$ cat src/hdl/aff_pkg.sv
// ----------------------------------------------------------------------------
// aff_pkg: shared types and constants for the 2x3 affine inverse
// Fixed-point formats, divider lane layout and saturation limits.
// ----------------------------------------------------------------------------
package aff_pkg;

  // coefficient format, signed Q(32-FRAC_BITS).FRAC_BITS
  localparam int FRAC_BITS = 16;
  localparam int COEF_W    = 32;
  localparam int PROD_W    = 2 * COEF_W;
  localparam int SH1       = FRAC_BITS;
  localparam int SH2       = 2 * FRAC_BITS;

  // divider geometry: quotient bits, remainder and shifted numerator widths
  localparam int QUO_W     = COEF_W;
  localparam int REM_W     = PROD_W;
  localparam int NUM_W     = REM_W + QUO_W + FRAC_BITS;
  localparam int HI_W      = NUM_W - QUO_W;
  localparam int DIV_STEPS = QUO_W;

  // lanes, one per inverse coefficient, in output order
  localparam int NUM_LANES    = 6;
  localparam int LANE_SCALE_X = 0;
  localparam int LANE_SKEW_X  = 1;
  localparam int LANE_SHIFT_X = 2;
  localparam int LANE_SKEW_Y  = 3;
  localparam int LANE_SCALE_Y = 4;
  localparam int LANE_SHIFT_Y = 5;

  localparam logic [QUO_W-1:0] POS_SAT = {1'b0, {(QUO_W-1){1'b1}}};
  localparam logic [QUO_W-1:0] NEG_SAT = {1'b1, {(QUO_W-1){1'b0}}};

  typedef logic [NUM_W-1:0]  num_t;
  typedef logic [QUO_W-1:0]  coef_t;

  // one divider lane: partial remainder, dividend/quotient shift word, flags
  typedef struct packed {
    logic [REM_W-1:0] rem;
    logic [QUO_W-1:0] quo;
    logic             ovf;
    logic             neg;
  } lane_t;

  // item as it travels through the divider stages
  typedef struct packed {
    lane_t [NUM_LANES-1:0] lane;
    logic [REM_W-1:0]      dmag;
    logic                  zero;
  } div_t;

  // finished result item
  typedef struct packed {
    logic                  invertible;
    coef_t [NUM_LANES-1:0] coef;
  } res_t;

  function automatic logic [PROD_W-1:0] mag64(logic signed [PROD_W-1:0] x);
    return x[PROD_W-1] ? PROD_W'(-x) : PROD_W'(x);
  endfunction

  function automatic logic [COEF_W-1:0] mag32(logic signed [COEF_W-1:0] x);
    return x[COEF_W-1] ? COEF_W'(-x) : COEF_W'(x);
  endfunction

endpackage

$ cat src/hdl/aff_div_stage.sv
// ----------------------------------------------------------------------------
// aff_div_stage: one restoring division step for all six lanes
// Shifts one dividend bit into each partial remainder, subtracts the
// determinant magnitude where it fits, and shifts in the quotient bit.
// ----------------------------------------------------------------------------
module aff_div_stage (
  input  logic          clk_i,
  input  logic          rst_ni,
  input  logic          valid_i,
  output logic          ready_o,
  input  aff_pkg::div_t data_i,
  output logic          valid_o,
  input  logic          ready_i,
  output aff_pkg::div_t data_o
);
  import aff_pkg::*;

  logic                  v_q;
  div_t                  data_q;
  lane_t [NUM_LANES-1:0] step_d;

  assign ready_o = !v_q || ready_i;
  assign valid_o = v_q;
  assign data_o  = data_q;

  // per-lane compare and subtract
  for (genvar g = 0; g < NUM_LANES; g++) begin : g_lane
    logic [REM_W:0] r2;
    logic [REM_W:0] diff;
    logic           fits;

    assign r2   = {data_i.lane[g].rem, data_i.lane[g].quo[QUO_W-1]};
    assign diff = r2 - {1'b0, data_i.dmag};
    assign fits = (r2 >= {1'b0, data_i.dmag});

    assign step_d[g] = '{
      rem: fits ? diff[REM_W-1:0] : r2[REM_W-1:0],
      quo: {data_i.lane[g].quo[QUO_W-2:0], fits},
      ovf: data_i.lane[g].ovf,
      neg: data_i.lane[g].neg
    };
  end

  always_ff @(posedge clk_i or negedge rst_ni) begin
    if (!rst_ni) begin
      v_q <= 1'b0;
    end else if (ready_o) begin
      v_q <= valid_i;
    end
  end

  always_ff @(posedge clk_i) begin
    if (ready_o && valid_i) begin
      data_q <= '{lane: step_d, dmag: data_i.dmag, zero: data_i.zero};
    end
  end

`ifndef SYNTHESIS
  // partial remainder stays below the divisor on lanes that did not overflow
  for (genvar g = 0; g < NUM_LANES; g++) begin : g_rem_chk
    assert property (@(posedge clk_i) disable iff (!rst_ni)
      v_q && !data_q.zero && !data_q.lane[g].ovf |->
        (data_q.lane[g].rem < data_q.dmag))
      else $error("aff_div_stage: remainder not below divisor");
  end

  // a stalled item stays put in this stage
  assert property (@(posedge clk_i) disable iff (!rst_ni)
    v_q && !ready_i |=> v_q && $stable(data_q))
    else $error("aff_div_stage: stalled item changed");

  // an item taken from upstream shows up as valid here
  assert property (@(posedge clk_i) disable iff (!rst_ni)
    valid_i && ready_o |=> v_q)
    else $error("aff_div_stage: accepted item dropped");
`endif

endmodule

$ cat config.mk
export PLATFORM = sky130hd
export DESIGN_NAME = aff_div_stage
export DESIGN_NICKNAME = d
export VERILOG_FILES = /design/src/hdl/aff_pkg.sv /design/src/hdl/aff_div_stage.sv
export SDC_FILE = /design/constraint.sdc
export NUM_CORES = 2
export LEC_CHECK = 0
export BUFFER_PORTS_ARGS = -buffer_cell sky130_fd_sc_hd__buf_2
export CORE_AREA = 8 8 500 502
export DETAILED_ROUTE_END_ITERATION = 7
export DIE_AREA = 0 0 508 510
export GPL_ROUTABILITY_DRIVEN = 0
export PLACE_DENSITY_LB_ADDON = 0.2
export SLEW_MARGIN = 40
export SYNTH_ARGS = -nofsm -noshare
export SYNTH_HDL_FRONTEND = slang
export SYNTH_SLANG_ARGS = --single-unit
export TNS_END_PERCENT = 50
$ cat constraint.sdc
create_clock -name clk_i -period 21 [get_ports clk_i]
set_input_delay 4.2 -clock clk_i [delete_from_list [all_inputs] [get_ports clk_i]]
set_output_delay 4.2 -clock clk_i [all_outputs]
set_load 0.05 [all_outputs]
======== After elaboration in Yosys (flattened, before gate mapping) ========
Index checks and enable logic that the tools add are counted.
word-level totals
  output and inout bits ................... 655
  input bits .............................. 657
  register bits after elaboration ......... 654
  logic and storage cells ................. 48
operators by class
  multiplexer cells ....................... 6
  reductions and logical operators ........ 3
  $add $sub $neg .......................... 6
  order comparisons ....................... 6
operators with widths
  operator           count
  $ge 65x64->1       6
  $mux 64            6
  $sub 64x64->64     6
  $logic_and 1x1->1  1
  $logic_not 1->1    1
  $logic_or 1x1->1   1

======== Longest topological paths before layout ========
  depth in word-level cells ............... 3
  gate-level depth with buffers ........... 18
  mapped depth without buffers ............ 14

======== Worst setup path after synthesis ========
Ideal clock, no wire load.
  path type ............................... input -> register
  start point ............................. in ready_i
  end point ............................... reg data_q (netlist bit data_o[0]), enable pin
  stages .................................. 2
  library setup time ...................... 1.102 ns
  path slack .............................. 0.497 ns
  buffers on the path ..................... 0
  data required time ...................... 19.898 ns
  arrival ................................. 19.401 ns
  cells stage by stage .................... nand2b_1 and2_1
on the way
  longest elaborated chain between the ends .. 2
ends and longest elaborated chain
  element               line                 text
  start, declared       aff_div_stage.sv:13  input logic ready_i,
  $logic_or 1x1->1      aff_div_stage.sv:22  assign ready_o = !v_q || ready_i;
  $logic_and 1x1->1     aff_div_stage.sv:53  if (ready_o && valid_i) begin
  end signal, assigned  aff_div_stage.sv:54  data_q <= '{lane: step_d, dmag: data_i.dmag, zero: data_i.zero};
  end, declared         aff_div_stage.sv:19  div_t data_q;
No other way between the ends.
A chain may end at the register's enable or synchronous reset.

==> impl_metrics.toml <==
[status]
outcome = "finished clean"

[power]
power.leakage_nw = 25.1
p_sw_share_pct = 40.5
p_int_w = 0.00304
combPwrFrac_pct = 35.0
irDropWorstVdd_uv = 52.5
p_seq_share_pct = 32.7
p_per_area_nw_per_um2 = 84.9
clockPowerShare_pct = 32.2
p_sw_w = 0.00207

[timing]
rsz0062_at_grt = "no"
setup_viol = 0
worstMarginPinSlew_ns = 0.863
fin_crit_sh_pct = 44.5
fin_setup_tns_ns = 0
slew_violations = 0
fin_skew_ns = 0.0663
relSlewSlack_pct = 42.5
fin_crit_ns = 9.35
finalHoldViolCount = 0
final.setup.worst_slack_ns = 11.65
fmax_mhz = 107

[setup_path]
crit_type = "in -> reg"
rr_worst_depth = 6
reg2reg_to = "data_o[277]"
cp_max_fo = 66
rr_startpoint = "valid_o"
r2r_slack_ns = 16.73
critPathCaptureType = "register"
worstSetupStartpointType = "primary input"
cp.required_ns = 21.47
arrival_ns = 9.82

[routing]
ant_nets = 0
first_pass_iters = 6
viasPerCell = 4.89
drc = 0
wl_um = 318000
avgRoutedWirePerCell_um = 33.8
drt_iter0_markers = 4063
via_count = 45926

[cts]
cts_tree = "built"
postCtsHoldBufs = 0
htree_levels = 3
clock_latency_ns = 0.78
clock_sink_count = 654
ctsLongestPathBuffers = 3
post_cts_resized = 0
path_clk_slew_ns = 0.06
root_buffer = "clkbuf_16"
postCtsSetupBuffers = 0
cts_buffers = 94

[synth]
ys_warn_count = 0
yosysSeqAreaShare_pct = 42.1
ys_async_sr_fraction_pct = 0.153
synth_edf_count = 653
synth_ff_type = "edfxtp_1"
syn-instance-count = 4807
synth.net_count = 5854
ys_types = 90
syn_area_um2 = 46700
ys_ff_latch = 654
syn_avg_cell_area_um2 = 9.71

[die]
die-area_um2 = 259000
rows = 181
start_util_pct = 19.3
design.core.area_um2 = 242000
io_pins = 1312
fp.dieW_um = 508
die_y_um = 510

[placed_design]
postPlaceCellArea_um2 = 56900
dp_hpwl_um = 255000
io_buffers = 1311
pre_cts_ws_ns = 10.88

[finish]
synthToLayoutAreaGrowth_pct = 28.9
multi_input_area_um2 = 25400
fin_nets = 7107
area.sequential_um2 = 19600
fill_cells = 26488
final_layout_size_suffix_gt1_share_pct = 27.0
final_cell_area_um2 = 60100

[global_route]
grt_overflow = 0
first_global_vias = 44587
grtUsageTotal_pct = 23.1
grt_max_degree = 118
grt_pass1_wl_um = 410000
antenna_found_initial = 145

[hold_path]
hold_end = "valid_o"
min_path_type = "reg -> reg"
min-delay-start = "valid_o"
hold-path-cell-count = 2

[run]
drv_cap = 0
-- worst max-delay path, cell delays in order --
cell and delay [ns]:
buf_2 0.09, clkinv_1 0.52, buf_4 0.45, ha_1 0.47, a21oi_1 0.10, o21ai_0 0.26
and3b_1 0.22, a2111oi_1 0.75, o21ai_1 0.33, a21oi_1 0.29, o311ai_1 0.13, and3_1 0.33
clkinv_2 0.56, buf_4 0.65, mux2_2 0.42
-- logic make-up (layout without fill, tap and decap cells) --
logic type / after synthesis / count (layout) / share of synthesized area [%]
compound gates: 1603 / 1603 / 21.4
flops: 654 / 654 / 42.1
buf+inv: 405 / 1734 / 3.48
simple gates: 1293 / 1293 / 13.1
xor+xnor: 329 / 329 / 6.17
fa+ha+maj: 390 / 390 / 10.6
mux: 133 / 133 / 3.17
other cells: 0 / 53 / 0
-- through the flow --
step	utilization (%)	std cells	power (W)	hold slack [ns]
after detailed placement	23.5	9166	0.00348	0.522
after floorplan	-	4807	0.00287	1.18
after global placement	23.5	9166	0.00348	0.502
after CTS	24.8	9338	0.00517	0.538
after global routing	24.8	9349	0.00531	0.590
final	24.9	9391	0.00510	0.534
-- worst max path at each step --
stage                           from     endpoint  slack (ns)  depth (start not counted)
final                     data_i[19]  data_o[133]       11.65                         15
after detailed placement  data_i[19]  data_o[107]       10.88                         15
after global placement     data_i[2]  data_o[102]        9.97                         16
after global routing      data_i[19]  data_o[133]       11.42                         15
after CTS                 data_i[19]  data_o[133]       11.71                         15
after floorplan              ready_i    data_o[0]        0.50                          2
-- Yosys cell counts (all sizes together), types with 20 or more instances --
library cell | number | area share [%]
inv | 180 | 1.4
nor3 | 69 | 0.75
o21ai | 279 | 3.0
nand2 | 341 | 2.7
o21a | 63 | 1.0
nor2b | 49 | 0.66
a21oi | 621 | 6.7
nor4 | 23 | 0.32
ha | 384 | 10
a211oi | 29 | 0.47
edfxtp | 653 | 42
a21boi | 20 | 0.32
buf | 62 | 0.72
nand2b | 44 | 0.59
o211ai | 37 | 0.60
o21bai | 79 | 1.3
and3 | 44 | 0.59
and2 | 27 | 0.36
clkbuf | 163 | 1.3
a31oi | 48 | 0.64
nand3 | 91 | 0.98
a21o | 240 | 3.9
xnor2 | 198 | 3.7
nor2 | 406 | 3.3
xor2 | 131 | 2.5
o31ai | 34 | 0.55
mux2 | 119 | 2.9
nand4 | 114 | 1.5
-- sequential cells by signal, indices dropped and copies added, names as in the netlist --
name / flops
data_o: 653
valid_o: 1
-- cells in the final DEF (no fill, tap or decap), types with 34 or more instances in the layout --
| cell | count |
|---|---|
| inv_1 | 141 |
| diode_2 | 53 |
| o211ai_1 | 37 |
| mux2_1 | 39 |
| nor3_1 | 68 |
| ha_1 | 384 |
| a31oi_1 | 48 |
| mux2_2 | 80 |
| clkinv_1 | 40 |
| clkbuf_16 | 94 |
| xor2_1 | 131 |
| buf_4 | 65 |
| o31ai_1 | 34 |
| xnor2_1 | 198 |
| nand4_1 | 114 |
| nand2b_1 | 44 |
| nand2_1 | 341 |
| nand3_1 | 91 |
| a21oi_1 | 620 |
| nor2b_1 | 49 |
| edfxtp_1 | 653 |
| and3_1 | 44 |
| o21ai_0 | 263 |
| nor2_1 | 405 |
| o21a_1 | 62 |
| a21o_1 | 239 |
| o21bai_1 | 79 |
| buf_2 | 1309 |
-- area by class of cell --
cell class / count / area share [%]
clock inverter: 65 / 1.13
multi-input combinational: 3748 / 42.3
antenna: 53 / 0.221
tap: 3202 / 6.66
timing repair buffer: 1382 / 11.9
inverter: 180 / 1.15
clock buffer: 107 / 3.99
sequential: 654 / 32.7
-- power by group through the flow --
stage          Combinational [W]  Clock (W)  Sequential (W)
4_1_cts                  0.00179    0.00170         0.00167
5_1_grt                  0.00189    0.00174         0.00168
6_report                 0.00179    0.00165         0.00167
2_1_floorplan           0.000765          0         0.00210
3_5_place_dp             0.00178          0         0.00170
3_3_place_gp             0.00178          0         0.00170
-- metal layers --
metal / track usage (%) / vias up / part of all wire, % / wire (um)
li1: - / 20659 / - / -
met1: 25.9 / 22490 / 38 / 120000
met2: 39.8 / 2193 / 48 / 152000
met3: 6.06 / 522 / 7.4 / 23600
met4: 13.4 / 62 / 6.9 / 21900
met5: 0 / - / 0.12 / 367
Power figures use the tool's default switching activity.
