`config.mk`:
```
export PLATFORM = sky130hd
export DESIGN_NAME = aff_post_flat
export DESIGN_NICKNAME = d
export VERILOG_FILES = /design/src/hdl/aff_pkg.sv /design/src/hdl/aff_out_if.sv /design/src/hdl/aff_post.sv /design/src/flat_wrapper.sv
export SDC_FILE = /design/constraint.sdc
export NUM_CORES = 1
export LEC_CHECK = 0
export ABC_CLOCK_PERIOD_IN_PS = 12600
export BUFFER_PORTS_ARGS = -buffer_cell sky130_fd_sc_hd__buf_2
export CAP_MARGIN = 10
export CORE_AREA = 2 2 333 335
export CTS_BUF_LIST = sky130_fd_sc_hd__clkbuf_8 sky130_fd_sc_hd__clkbuf_16
export CTS_CLUSTER_DIAMETER = 60
export DETAILED_ROUTE_END_ITERATION = 10
export DIE_AREA = 0 0 335 337
export GPL_ROUTABILITY_DRIVEN = 0
export MAX_ROUTING_LAYER = met4
export PLACE_DENSITY = 0.4
export SYNTH_ARGS = -nofsm -noshare
export SYNTH_HDL_FRONTEND = slang
export SYNTH_SLANG_ARGS = --single-unit
```
`constraint.sdc`:
```
create_clock -name clk_i -period 12.6 [get_ports clk_i]
set_input_delay 2.52 -clock clk_i [delete_from_list [all_inputs] [get_ports clk_i]]
set_output_delay 2.52 -clock clk_i [all_outputs]
set_load 0.01 [all_outputs]
```
`src/hdl/aff_pkg.sv`:
```
// ----------------------------------------------------------------------------
// aff_pkg: shared types and constants for the 2x3 affine inverse
// Fixed-point formats, divider lane layout and saturation limits.
// ----------------------------------------------------------------------------
package aff_pkg;

  // coefficient format, signed Q(32-FRAC_BITS).FRAC_BITS
  localparam int FRAC_BITS = 16;
  localparam int COEF_W    = 32;
  localparam int PROD_W    = 2 * COEF_W;
  localparam int SH1       = FRAC_BITS;
  localparam int SH2       = 2 * FRAC_BITS;

  // divider geometry: quotient bits, remainder and shifted numerator widths
  localparam int QUO_W     = COEF_W;
  localparam int REM_W     = PROD_W;
  localparam int NUM_W     = REM_W + QUO_W + FRAC_BITS;
  localparam int HI_W      = NUM_W - QUO_W;
  localparam int DIV_STEPS = QUO_W;

  // lanes, one per inverse coefficient, in output order
  localparam int NUM_LANES    = 6;
  localparam int LANE_SCALE_X = 0;
  localparam int LANE_SKEW_X  = 1;
  localparam int LANE_SHIFT_X = 2;
  localparam int LANE_SKEW_Y  = 3;
  localparam int LANE_SCALE_Y = 4;
  localparam int LANE_SHIFT_Y = 5;

  localparam logic [QUO_W-1:0] POS_SAT = {1'b0, {(QUO_W-1){1'b1}}};
  localparam logic [QUO_W-1:0] NEG_SAT = {1'b1, {(QUO_W-1){1'b0}}};

  typedef logic [NUM_W-1:0]  num_t;
  typedef logic [QUO_W-1:0]  coef_t;

  // one divider lane: partial remainder, dividend/quotient shift word, flags
  typedef struct packed {
    logic [REM_W-1:0] rem;
    logic [QUO_W-1:0] quo;
    logic             ovf;
    logic             neg;
  } lane_t;

  // item as it travels through the divider stages
  typedef struct packed {
    lane_t [NUM_LANES-1:0] lane;
    logic [REM_W-1:0]      dmag;
    logic                  zero;
  } div_t;

  // finished result item
  typedef struct packed {
    logic                  invertible;
    coef_t [NUM_LANES-1:0] coef;
  } res_t;

  function automatic logic [PROD_W-1:0] mag64(logic signed [PROD_W-1:0] x);
    return x[PROD_W-1] ? PROD_W'(-x) : PROD_W'(x);
  endfunction

  function automatic logic [COEF_W-1:0] mag32(logic signed [COEF_W-1:0] x);
    return x[COEF_W-1] ? COEF_W'(-x) : COEF_W'(x);
  endfunction

endpackage

```
`src/hdl/aff_out_if.sv`:
```
// ----------------------------------------------------------------------------
// aff_out_if: output channel of the affine inverse
// Valid/ready handshake carrying the inverse matrix and its invertible flag.
// ----------------------------------------------------------------------------
interface aff_out_if;
  import aff_pkg::*;

  logic                     valid;
  logic                     ready;
  logic                     invertible;
  logic signed [COEF_W-1:0] inv_scale_x;
  logic signed [COEF_W-1:0] inv_skew_x;
  logic signed [COEF_W-1:0] inv_shift_x;
  logic signed [COEF_W-1:0] inv_skew_y;
  logic signed [COEF_W-1:0] inv_scale_y;
  logic signed [COEF_W-1:0] inv_shift_y;

  modport source (
    output valid, invertible, inv_scale_x, inv_skew_x, inv_shift_x,
           inv_skew_y, inv_scale_y, inv_shift_y,
    input  ready
  );

  modport sink (
    input  valid, invertible, inv_scale_x, inv_skew_x, inv_shift_x,
           inv_skew_y, inv_scale_y, inv_shift_y,
    output ready
  );

endinterface

```
`src/hdl/aff_post.sv`:
```
// ----------------------------------------------------------------------------
// aff_post: sign, saturation and output register
// Applies quotient signs, clamps to the signed coefficient range, forces
// zeros for a singular matrix and holds the result item for the receiver.
// ----------------------------------------------------------------------------
module aff_post (
  input  logic          clk_i,
  input  logic          rst_ni,
  input  logic          valid_i,
  output logic          ready_o,
  input  aff_pkg::div_t data_i,
  aff_out_if.source     out_o
);
  import aff_pkg::*;

  logic v_q;
  res_t res_d;
  res_t res_q;

  // signed, saturated coefficient from a finished lane
  function automatic coef_t sat_coef(lane_t l);
    if (l.neg) begin
      if (l.ovf || (l.quo > NEG_SAT)) return NEG_SAT;
      return QUO_W'(-l.quo);
    end
    if (l.ovf || l.quo[QUO_W-1]) return POS_SAT;
    return l.quo;
  endfunction

  always_comb begin
    res_d.invertible = !data_i.zero;
    for (int k = 0; k < NUM_LANES; k++) begin
      res_d.coef[k] = data_i.zero ? '0 : sat_coef(data_i.lane[k]);
    end
  end

  assign ready_o = !v_q || out_o.ready;

  always_ff @(posedge clk_i or negedge rst_ni) begin
    if (!rst_ni) begin
      v_q <= 1'b0;
    end else if (ready_o) begin
      v_q <= valid_i;
    end
  end

  always_ff @(posedge clk_i) begin
    if (ready_o && valid_i) begin
      res_q <= res_d;
    end
  end

  // output channel
  assign out_o.valid       = v_q;
  assign out_o.invertible  = res_q.invertible;
  assign out_o.inv_scale_x = res_q.coef[LANE_SCALE_X];
  assign out_o.inv_skew_x  = res_q.coef[LANE_SKEW_X];
  assign out_o.inv_shift_x = res_q.coef[LANE_SHIFT_X];
  assign out_o.inv_skew_y  = res_q.coef[LANE_SKEW_Y];
  assign out_o.inv_scale_y = res_q.coef[LANE_SCALE_Y];
  assign out_o.inv_shift_y = res_q.coef[LANE_SHIFT_Y];

endmodule

```
`src/flat_wrapper.sv`:
```
// flat-port wrapper written by rule: the top's interface ports become plain ports
module aff_post_flat import aff_pkg::*;
  (clk_i, rst_ni, valid_i, ready_o, data_i, out_o_valid, out_o_invertible, out_o_inv_scale_x, out_o_inv_skew_x, out_o_inv_shift_x, out_o_inv_skew_y, out_o_inv_scale_y, out_o_inv_shift_y, out_o_ready);
  aff_out_if out_o_i ();
  input  logic clk_i;
  input  logic rst_ni;
  input  logic valid_i;
  output logic ready_o;
  input  aff_pkg::div_t data_i;
  output wire logic [$bits(out_o_i.valid)-1:0] out_o_valid;
  output wire logic [$bits(out_o_i.invertible)-1:0] out_o_invertible;
  output wire logic [$bits(out_o_i.inv_scale_x)-1:0] out_o_inv_scale_x;
  output wire logic [$bits(out_o_i.inv_skew_x)-1:0] out_o_inv_skew_x;
  output wire logic [$bits(out_o_i.inv_shift_x)-1:0] out_o_inv_shift_x;
  output wire logic [$bits(out_o_i.inv_skew_y)-1:0] out_o_inv_skew_y;
  output wire logic [$bits(out_o_i.inv_scale_y)-1:0] out_o_inv_scale_y;
  output wire logic [$bits(out_o_i.inv_shift_y)-1:0] out_o_inv_shift_y;
  input wire logic [$bits(out_o_i.ready)-1:0] out_o_ready;
  assign out_o_valid = out_o_i.valid;
  assign out_o_invertible = out_o_i.invertible;
  assign out_o_inv_scale_x = out_o_i.inv_scale_x;
  assign out_o_inv_skew_x = out_o_i.inv_skew_x;
  assign out_o_inv_shift_x = out_o_i.inv_shift_x;
  assign out_o_inv_skew_y = out_o_i.inv_skew_y;
  assign out_o_inv_scale_y = out_o_i.inv_scale_y;
  assign out_o_inv_shift_y = out_o_i.inv_shift_y;
  assign out_o_i.ready = out_o_ready;
  aff_post u_core (.clk_i(clk_i), .rst_ni(rst_ni), .valid_i(valid_i), .ready_o(ready_o), .data_i(data_i), .out_o(out_o_i));
endmodule
```
### Yosys cells after proc, flatten, opt, wreduce, memory -nomap -nowiden

Index checks and enable logic that the tools add are counted.

* reduce and logical (&&, ||, !) cells: 16
* order comparisons: 6
* mux-type cells: 66
* add/subtract/negate cells: 6

Operators by type and width (number)
* $mux 32: 36
* $gt 32x32->1 const B: 6
* $neg 32->32: 6
* $mux 1: 30
* $logic_or 1x1->1: 13
* $logic_not 1->1: 2
* $logic_and 1x1->1: 1

* logic and storage cells: 102
* output and inout port bits: 195
* register bits: 194

### Logic depth before layout (Yosys ltp)

Gate-level depths: netlist of the first run.

* word-level depth: 9
* gate-level depth with buffers: 9

### Worst setup path before layout of the first run

Ideal clock, no wire load.

* kind: in2reg
* start: input port out_o_ready
* end: register u_core.res_q (netlist bit u_core.out_o.inv_scale_x[0]), enable pin
* library setup time: 578 ps
* data required time: 12022 ps
* arrival: 7142 ps
* stages: 2
* buffers on the path: 0
* setup slack: 4880 ps
* path through: nand2b_1 -> and2_1

* word-level cells in the longest chain between the ends: 2

RTL lines
* start: declaration: RTL line flat_wrapper.sv:18 `input wire logic [$bits(out_o_i.ready)-1:0] out_o_ready;`
* $logic_or 1x1->1: RTL line aff_post.sv:37 `assign ready_o = !v_q || out_o.ready;`
* $logic_and 1x1->1: RTL line aff_post.sv:48 `if (ready_o && valid_i) begin`
* end signal: assignment: RTL line aff_post.sv:49 `res_q <= res_d;`
* end: declaration: RTL line aff_post.sv:18 `res_t res_q;`

No other way between the ends.
A chain may end at the register's enable or synchronous reset.

### Worst setup path after layout of the first run

* start: input port data_i[166] (netlist bit)
* end: register u_core.res_q (netlist bit u_core.out_o.inv_skew_x[19]), data pin

* word-level cells in the longest chain between the ends: 9
* elaborated cells between the ends (all ways): 10
* classes of those cells: add/sub: 1; order compare: 1; mux: 7; reduce/logical: 1

RTL lines
* start: declaration: RTL line flat_wrapper.sv:9 `input aff_pkg::div_t data_i;`
* $gt 32x32->1: RTL line aff_post.sv:23 `if (l.ovf || (l.quo > NEG_SAT)) return NEG_SAT;`
* $logic_or 1x1->1: RTL line aff_post.sv:23
* $mux 1: RTL line aff_post.sv:23
* $mux 1: RTL line aff_post.sv:22 `if (l.neg) begin`
* $mux 32 (*): RTL line aff_post.sv:24 `return QUO_W'(-l.quo);`
* $mux 32 (*): RTL line aff_post.sv:22
* $mux 32: RTL line aff_post.sv:26 `if (l.ovf || l.quo[QUO_W-1]) return POS_SAT;`
* $mux 32: RTL line aff_post.sv:27 `return l.quo;`
* $mux 32 (*): RTL line aff_post.sv:26

Every way passes the cells marked *; elsewhere a longest branch is shown, timed or not. The select of a mux whose other input is x is not followed.

==> summary.md, run 1 <==
| Metric | Value |
|---|---|
| Status | `completed` |
| Hold Crit Class | `reg -> reg` |
| Crit-path max FO | `15` |
| Vias in the first global route | `12470` |
| Detailed Route WL | `68.79 mm` |
| Worst path bufs/invs | `3` |
| CP arrival | `5970 ps` |
| Mean Syn Cell Area | `9.122 µm²` |
| LEAKAGE | `5.726 nW` |
| RSZ-0062 raised after global routing | `no` |
| Seq/Total Area, Yosys | `46.47%` |
| Post-Synthesis Net Count | `2036` |
| Pwr dens | `103.2 nW/µm²` |
| Final worst slack | `6862 ps` |
| DRT Pass-1 Iters | `5` |
| # rows | `122` |
| Ys async rst share | `0.5155%` |
| Die extent in y | `337 µm` |
| Worst-Margin Slew | `1224 ps` |
| Setup bufs post-CTS | `0` |
| Pre-CTS setup slack | `6289 ps` |
| Synth area leader | `edfxtp_1` |
| Int Pwr | `1.168 mW` |
| Top FF cell, synth | `edfxtp_1` |
| CP Class | `in -> reg` |
| Synth top area share | `46.27%` |
| Total grt overflow | `0` |
| Cell family with most CP delay | `simple AND/OR/NAND/NOR gates` |
| Setup crit end kind | `flip-flop` |
| Wire length on met1 | `29.05 mm` |
| Top sig layer | `met4` |
| Top cells by area, synth | `edfxtp_1, a21oi_1, nor2_1, a311oi_1, nor3_1` |
| Mapped Cells | `1373` |
| Detailed Place HPWL | `53.80 mm` |
| Top-level port count | `852` |
| Clk_skew | `23.73 ps` |
| Switching Fraction | `32.81%` |
| Met3 wire length | `8.176 mm` |
| Combinational Power Share | `18.8%` |
| Die area | `112900 µm²` |
| Cell Chain, Critical Path | `buf_2 > inv_1 > ha_1 > or3b_2 > nor4_1 > nand4_1 > a31o_1 > buf_4 > a211oi_1` |
| Worst hold slack | `531.4 ps` |
| Post-route ant nets | `0` |
| Part of the power in the clock network | `36.8%` |
| Cells after DPL | `3137` |
| Synth Cell Area | `12520 µm²` |
| Total track usage | `12.31%` |
| H-tree levels | `4` |
| Final Hold Fails | `0` |
| Sw power | `0.5705 mW` |
| Share of power burned in registers | `44.5%` |
| Req. time, crit path | `12830 ps` |
| Die width | `335 µm` |
| PortBufs | `403` |
| Final setup fails | `0` |
| Fin nets | `2393` |
| VDD IR max | `0.00006418 V` |
| Sink Count | `194` |
| Synth warnings | `0` |
| Max Slew Vio Count | `0` |
| EDFF count, synth | `193` |
| Period utilization | `45.54%` |
| Fin crit period | `5738 ps` |
| Maximum clock path buffer count | `2` |
| Yosys reg bits | `194` |
| Slowest-stage cell, CP | `nor4_1` |
| Cts bufs inserted | `17` |
| Tot Pwr | `1.739 mW` |
| Starting Density | `11.43%` |
| Largest net degree at the start of global routing | `62` |
| CORE AREA | `109600 µm²` |
| DRC viols | `0` |
| 1st-iter DRT viols | `882` |
| Root buffer cell | `clkbuf_16` |
| Fmax | `0.1743 GHz` |
| CTS tree | `done` |
| Setup TNS | `0 ps` |
| Clock insertion delay at the later pin of the skew report | `540 ps` |
| Post-Layout Cell Count | `3191` |
| Via count | `13010` |
| Startpoint types | `primary input` |
| Slew margin rel. | `17.62%` |
| Hold buffers post-CTS | `0` |
| Routed wire per std cell | `21.56 µm` |
| Clock transition at the registers of the reported paths | `80 ps` |
| Share of layout cells above drive strength 1 | `28.63%` |
| Initial antenna violation count | `38` |
| Post-cts resize count | `0` |
| Filler cell count | `12460` |
| Area Overhead vs Synth | `34.57%` |
| Via density | `4.076` |
| Max-cap violations | `0` |
| Slowest cell delay on critical path | `1010 ps` |
| Yosys cell types | `71` |
| Met2 wire len | `29.43 mm` |
| Global-route wire length before repair | `94.97 mm` |
[registers in the layout (all words and copies together) (netlist names)]
signal / count
u_core.out_o.invertible: 1
u_core.out_o.inv_shift_x: 32
u_core.out_o.valid: 1
u_core.out_o.inv_scale_y: 32
u_core.out_o.inv_scale_x: 32
u_core.out_o.inv_shift_y: 32
u_core.out_o.inv_skew_x: 32
u_core.out_o.inv_skew_y: 32
[cells by family after synthesis]
kind of cell | after synthesis | synth area share (%)
xor+xnor | 17 | 1.189
mux | 5 | 0.4096
buf+inv | 129 | 4.026
simple gates | 598 | 25.05
flops | 194 | 46.47
compound gates | 424 | 22.26
fa+ha+maj | 6 | 0.5994
[cells in the final DEF, fill, tap and decap left out, types with 5 or more instances in the layout]
master,count
a2111oi_0,6
a211o_1,7
a211oi_1,38
a21oi_1,156
a221oi_1,5
a311oi_1,53
a31o_2,5
a31oi_1,31
and2_1,5
and3_1,6
buf_2,403
buf_4,28
clkbuf_16,17
diode_2,22
edfxtp_1,193
ha_1,6
inv_1,34
inv_8,8
nand2_1,97
nand2b_1,10
nand3_1,55
nand3b_1,7
nand4_1,42
nand4b_1,9
nor2_1,147
nor3_1,75
nor3b_1,5
nor4_1,40
o21ai_0,39
o22ai_1,31
o31ai_1,9
or2_2,8
or3_1,32
or3b_2,5
or4_1,32
xnor2_1,6
xor2_1,11
[layout make-up]
type	count	area (µm²)	share of cell area, %
diodes	22	55.05	0.3267
clock buffers	17	425.4	2.524
clock inverters	15	187.7	1.114
inverters	36	135.1	0.8018
multi-input cells	1050	6218	36.90
flip-flops and latches	194	5821	34.54
well taps	1426	1784	10.59
repair buffers	431	2227	13.21
[through the flow]
step | area [µm²] | utilization [%]
global route | 16840 | 15.37
detailed placement | 16190 | 14.77
floorplan | 12520 | -
finish | 16850 | 15.38
CTS | 16800 | 15.33
global placement | 16190 | 14.77
[worst paths after layout]
check | startpoint | endpoint | slack [ps] | cells past startpoint
max | data_i[166] | u_core.out_o.inv_skew_x[19] | 6860 | 9
min reg2reg | u_core.out_o.valid | u_core.out_o.valid | 530 | 2
min in group asynchronous | rst_ni | u_core.out_o.valid | 1760 | 1
min | u_core.out_o.valid | u_core.out_o.valid | 530 | 2
max reg2reg | u_core.out_o.valid | u_core.out_o.inv_scale_x[3] | 9620 | 4
max in group asynchronous | rst_ni | u_core.out_o.valid | 10760 | 1
[tightest hold or removal path: stages (launching register included)]
cell	delay, ps
dfrtp_1	350
nand2b_1	80
nand2b_1	70
[cell usage after synthesis (all sizes together), types with 6 or more instances]
master   instances
a2111oi          6
a211o            7
a211oi          38
a21oi          156
a311oi          53
a31o             6
a31oi           31
and2             7
and3             6
buf              9
clkbuf          84
edfxtp         193
ha               6
inv             33
nand2           97
nand2b          10
nand3           55
nand3b           7
nand4           42
nand4b           9
nor2           147
nor3            76
nor4            45
o21ai           42
o22ai           31
o31ai           10
or2              9
or3             32
or4             33
xnor2            6
xor2            11
[power by group through the flow]
| stage | sequential [mW] | clock [mW] | combinational [mW] |
|---|---|---|---|
| floorplan | 0.815 | 0 | 0.124 |
| global placement | 0.789 | 0 | 0.336 |
| detailed placement | 0.788 | 0 | 0.335 |
| CTS | 0.775 | 0.685 | 0.336 |
| global route | 0.778 | 0.696 | 0.364 |
| finish | 0.774 | 0.639 | 0.326 |
[per-layer routing]
metal | vias up | track usage (%)
met5 | - | -
met4 | 0 | 4.418
met3 | 61 | 6.850
met2 | 513 | 17.51
met1 | 6216 | 14.40
li1 | 6215 | -
(Power assumes the default switching activity.)
==> run 2: changes to the inputs <==
ABC_CLOCK_PERIOD_IN_PS = 4670   (was 12600)
CORE_AREA = 2 2 327 329   (was 2 2 333 335)
DIE_AREA = 0 0 329 331   (was 0 0 335 337)
PLACE_DENSITY = 0.42   (was 0.4)
clock period = 4.67 ns   (was 12.6 ns; I/O delays follow)
==> summary.md, run 2 (synthesis results as in run 1) <==
| Metric | Value |
|---|---|
| Status | `completed` |
| Reg2Reg Depth | `3 (-1)` |
| Crit Reg-Reg Startpoint | `u_core.out_o.valid` |
| Hold Crit Class | `in -> async` |
| Pwr dens | `273.5 nW/µm² (+170%)` |
| PortBufs | `403 (unchanged)` |
| Via density | `4.114 (+0.95%)` |
| Critical path endpoint | `u_core.out_o.inv_scale_x[14]` |
| Fmax | `0.2749 GHz` |
| Die area | `108900 µm² (-3.5%)` |
| Cts bufs inserted | `17 (unchanged)` |
| Vias in the first global route | `12290 (-1.4%)` |
| Cell Chain, Critical Path | `buf_2 > inv_1 > ha_1 > or3b_2 > or4_1 > o31ai_4 > o21ai_2 > a311oi_1` |
| Worst hold slack | `180.9 ps (-350.5 ps)` |
| Setup crit end kind | `flip-flop` |
| Hold buffers post-CTS | `0 (unchanged)` |
| Max-cap violations | `0 (unchanged)` |
| Sink Count | `194 (unchanged)` |
| Fin crit period | `3638 ps` |
| Grt met3 use | `6.749% (-0.10 points)` |
| RSZ-0062 raised after global routing | `no` |
| Clock transition at the registers of the reported paths | `90 ps (about the same)` |
| Global-route wire length before repair | `93.05 mm (-2.0%)` |
| DRT Pass-1 Iters | `5 (unchanged)` |
| Terminus of the critical flop-to-flop path | `u_core.out_o.inv_scale_x[5]` |
| Total grt overflow | `0 (unchanged)` |
| Initial antenna violation count | `40 (+5.3%)` |
| Met1 usage | `14.10% (-0.30 points)` |
| Top-level port count | `852 (unchanged)` |
| Routed wire per std cell | `21.29 µm (-1.2%)` |
| CORE AREA | `105000 µm² (-4.2%)` |
| Slew margin rel. | `25.74% (+8.1 points)` |
| Starting Density | `11.93% (+0.50 points)` |
| Maximum clock path buffer count | `2 (unchanged)` |
| CP Class | `in -> reg` |
| Detailed Route WL | `67.69 mm (-1.6%)` |
| Post-route ant nets | `0 (unchanged)` |
| Worst-Margin Slew | `1109 ps (-115.7 ps)` |
| Die extent in y | `331 µm (-1.8%)` |
| Die width | `329 µm (-1.8%)` |
| CTS tree | `done` |
| H-tree levels | `4 (unchanged)` |
| Cell family with most CP delay | `simple AND/OR/NAND/NOR gates` |
| Commonest non-fill, non-tap cell in the layout | `buf_2` |
| Setup TNS | `0 ps (unchanged)` |
| Slowest cell delay on critical path | `770 ps (-240 ps)` |
| Post-Layout Cell Count | `3179 (-0.38%)` |
| Post-cts resize count | `0 (unchanged)` |
| Largest net degree at the start of global routing | `65 (+4.8%)` |
| DRC viols | `0 (unchanged)` |
| Filler cell count | `11930 (-4.2%)` |
| # rows | `119 (-2.5%)` |
| Most frequent cells in the layout | `buf_2, edfxtp_1, a21oi_1, nor2_1, nand2_1` |
| Total track usage | `12.46% (+0.15 points)` |
| Slowest-stage cell, CP | `or4_1` |
| Crit-path max FO | `21 (+6)` |
| Root buffer cell | `clkbuf_16` |
| Area Overhead vs Synth | `35.72%` |
| Final setup fails | `0 (unchanged)` |
| Worst path bufs/invs | `2 (-1)` |
| Clock insertion delay at the later pin of the skew report | `520 ps (-20 ps)` |
| Reg2reg setup slack | `2740 ps (-6880 ps)` |
| Startpoint types | `primary input` |
| Period utilization | `77.90%` |
| Detailed Place HPWL | `53.22 mm (-1.1%)` |
| Clk_skew | `14.06 ps (-9.677 ps)` |
| Share of layout cells above drive strength 1 | `29.42% (+0.79 points)` |
| CP Depth | `8 (-1)` |
| LEAKAGE | `5.825 nW (+1.7%)` |
| GR Layer Usage met2 | `18.91% (+1.4 points)` |
| Cells after DPL | `3120 (-0.54%)` |
| Setup crit start | `data_i[67]` |
| Final Hold Fails | `0 (unchanged)` |
| CP arrival | `3950 ps (-2020 ps)` |
| Fin nets | `2411 (+0.75%)` |
| Setup bufs post-CTS | `0 (unchanged)` |
| 1st-iter DRT viols | `1028 (+17%)` |
| Global routing's busiest layer | `met2` |
| Via count | `13080 (+0.57%)` |
| Req. time, crit path | `4980 ps (-7850 ps)` |
| Max Slew Vio Count | `0 (unchanged)` |
| VDD IR max | `0.0002249 V (+250%)` |
run 2: cell types whose count changed in the layout (fill, tap and decap cells not counted), sizes merged:
cell      delta
clkinv       +6
bufinv       -2
buf         +18
inv          -3
clkinvlp     -1
diode        +5
run 2: through the flow:
step / util [%] / setup WS, ps / area, µm² / power [mW]
6_report: 16.19 / 1032 / 17000 / 4.649
5_1_grt: 16.18 / 946.6 / 16980 / 4.886
4_1_cts: 16.13 / 1046 / 16930 / 4.767
3_5_place_dp: 15.53 / 453.7 / 16300 / 3.021
3_3_place_gp: 15.53 / 373.2 / 16300 / 3.027
2_1_floorplan: - / 709.2 / 12530 / 2.524
run 2: layout make-up:
cell class	instances	area, µm²	share of cell area, %
inverters	36	135.1	0.7949
well taps	1391	1740	10.24
clock inverters	15	203.9	1.200
clock buffers	17	425.4	2.503
multi-input cells	1050	6218	36.58
repair buffers	449	2387	14.04
diodes	27	67.56	0.3975
flip-flops and latches	194	5821	34.24
run 2: per-layer routing:
layer	vias up	wire (µm)
met5	-	0
met2	505	30680
met4	0	1226
met3	40	8491
li1	6267	-
met1	6267	27290
run 2: report_power, final:
part	total, mW	internal [mW]	switching (mW)
Clock	1.69	0.742	0.945
Combinational	0.876	0.282	0.593
Sequential	2.09	2.05	0.0322
Total	4.65	3.08	1.57
run 2: how the worst min path moves through the flow:
stage	to	cells past startpoint
global route	u_core.out_o.valid	1
floorplan	u_core.out_o.valid	2
CTS	u_core.out_o.valid	1
global placement	u_core.out_o.valid	2
finish	u_core.out_o.valid	1
detailed placement	u_core.out_o.valid	2
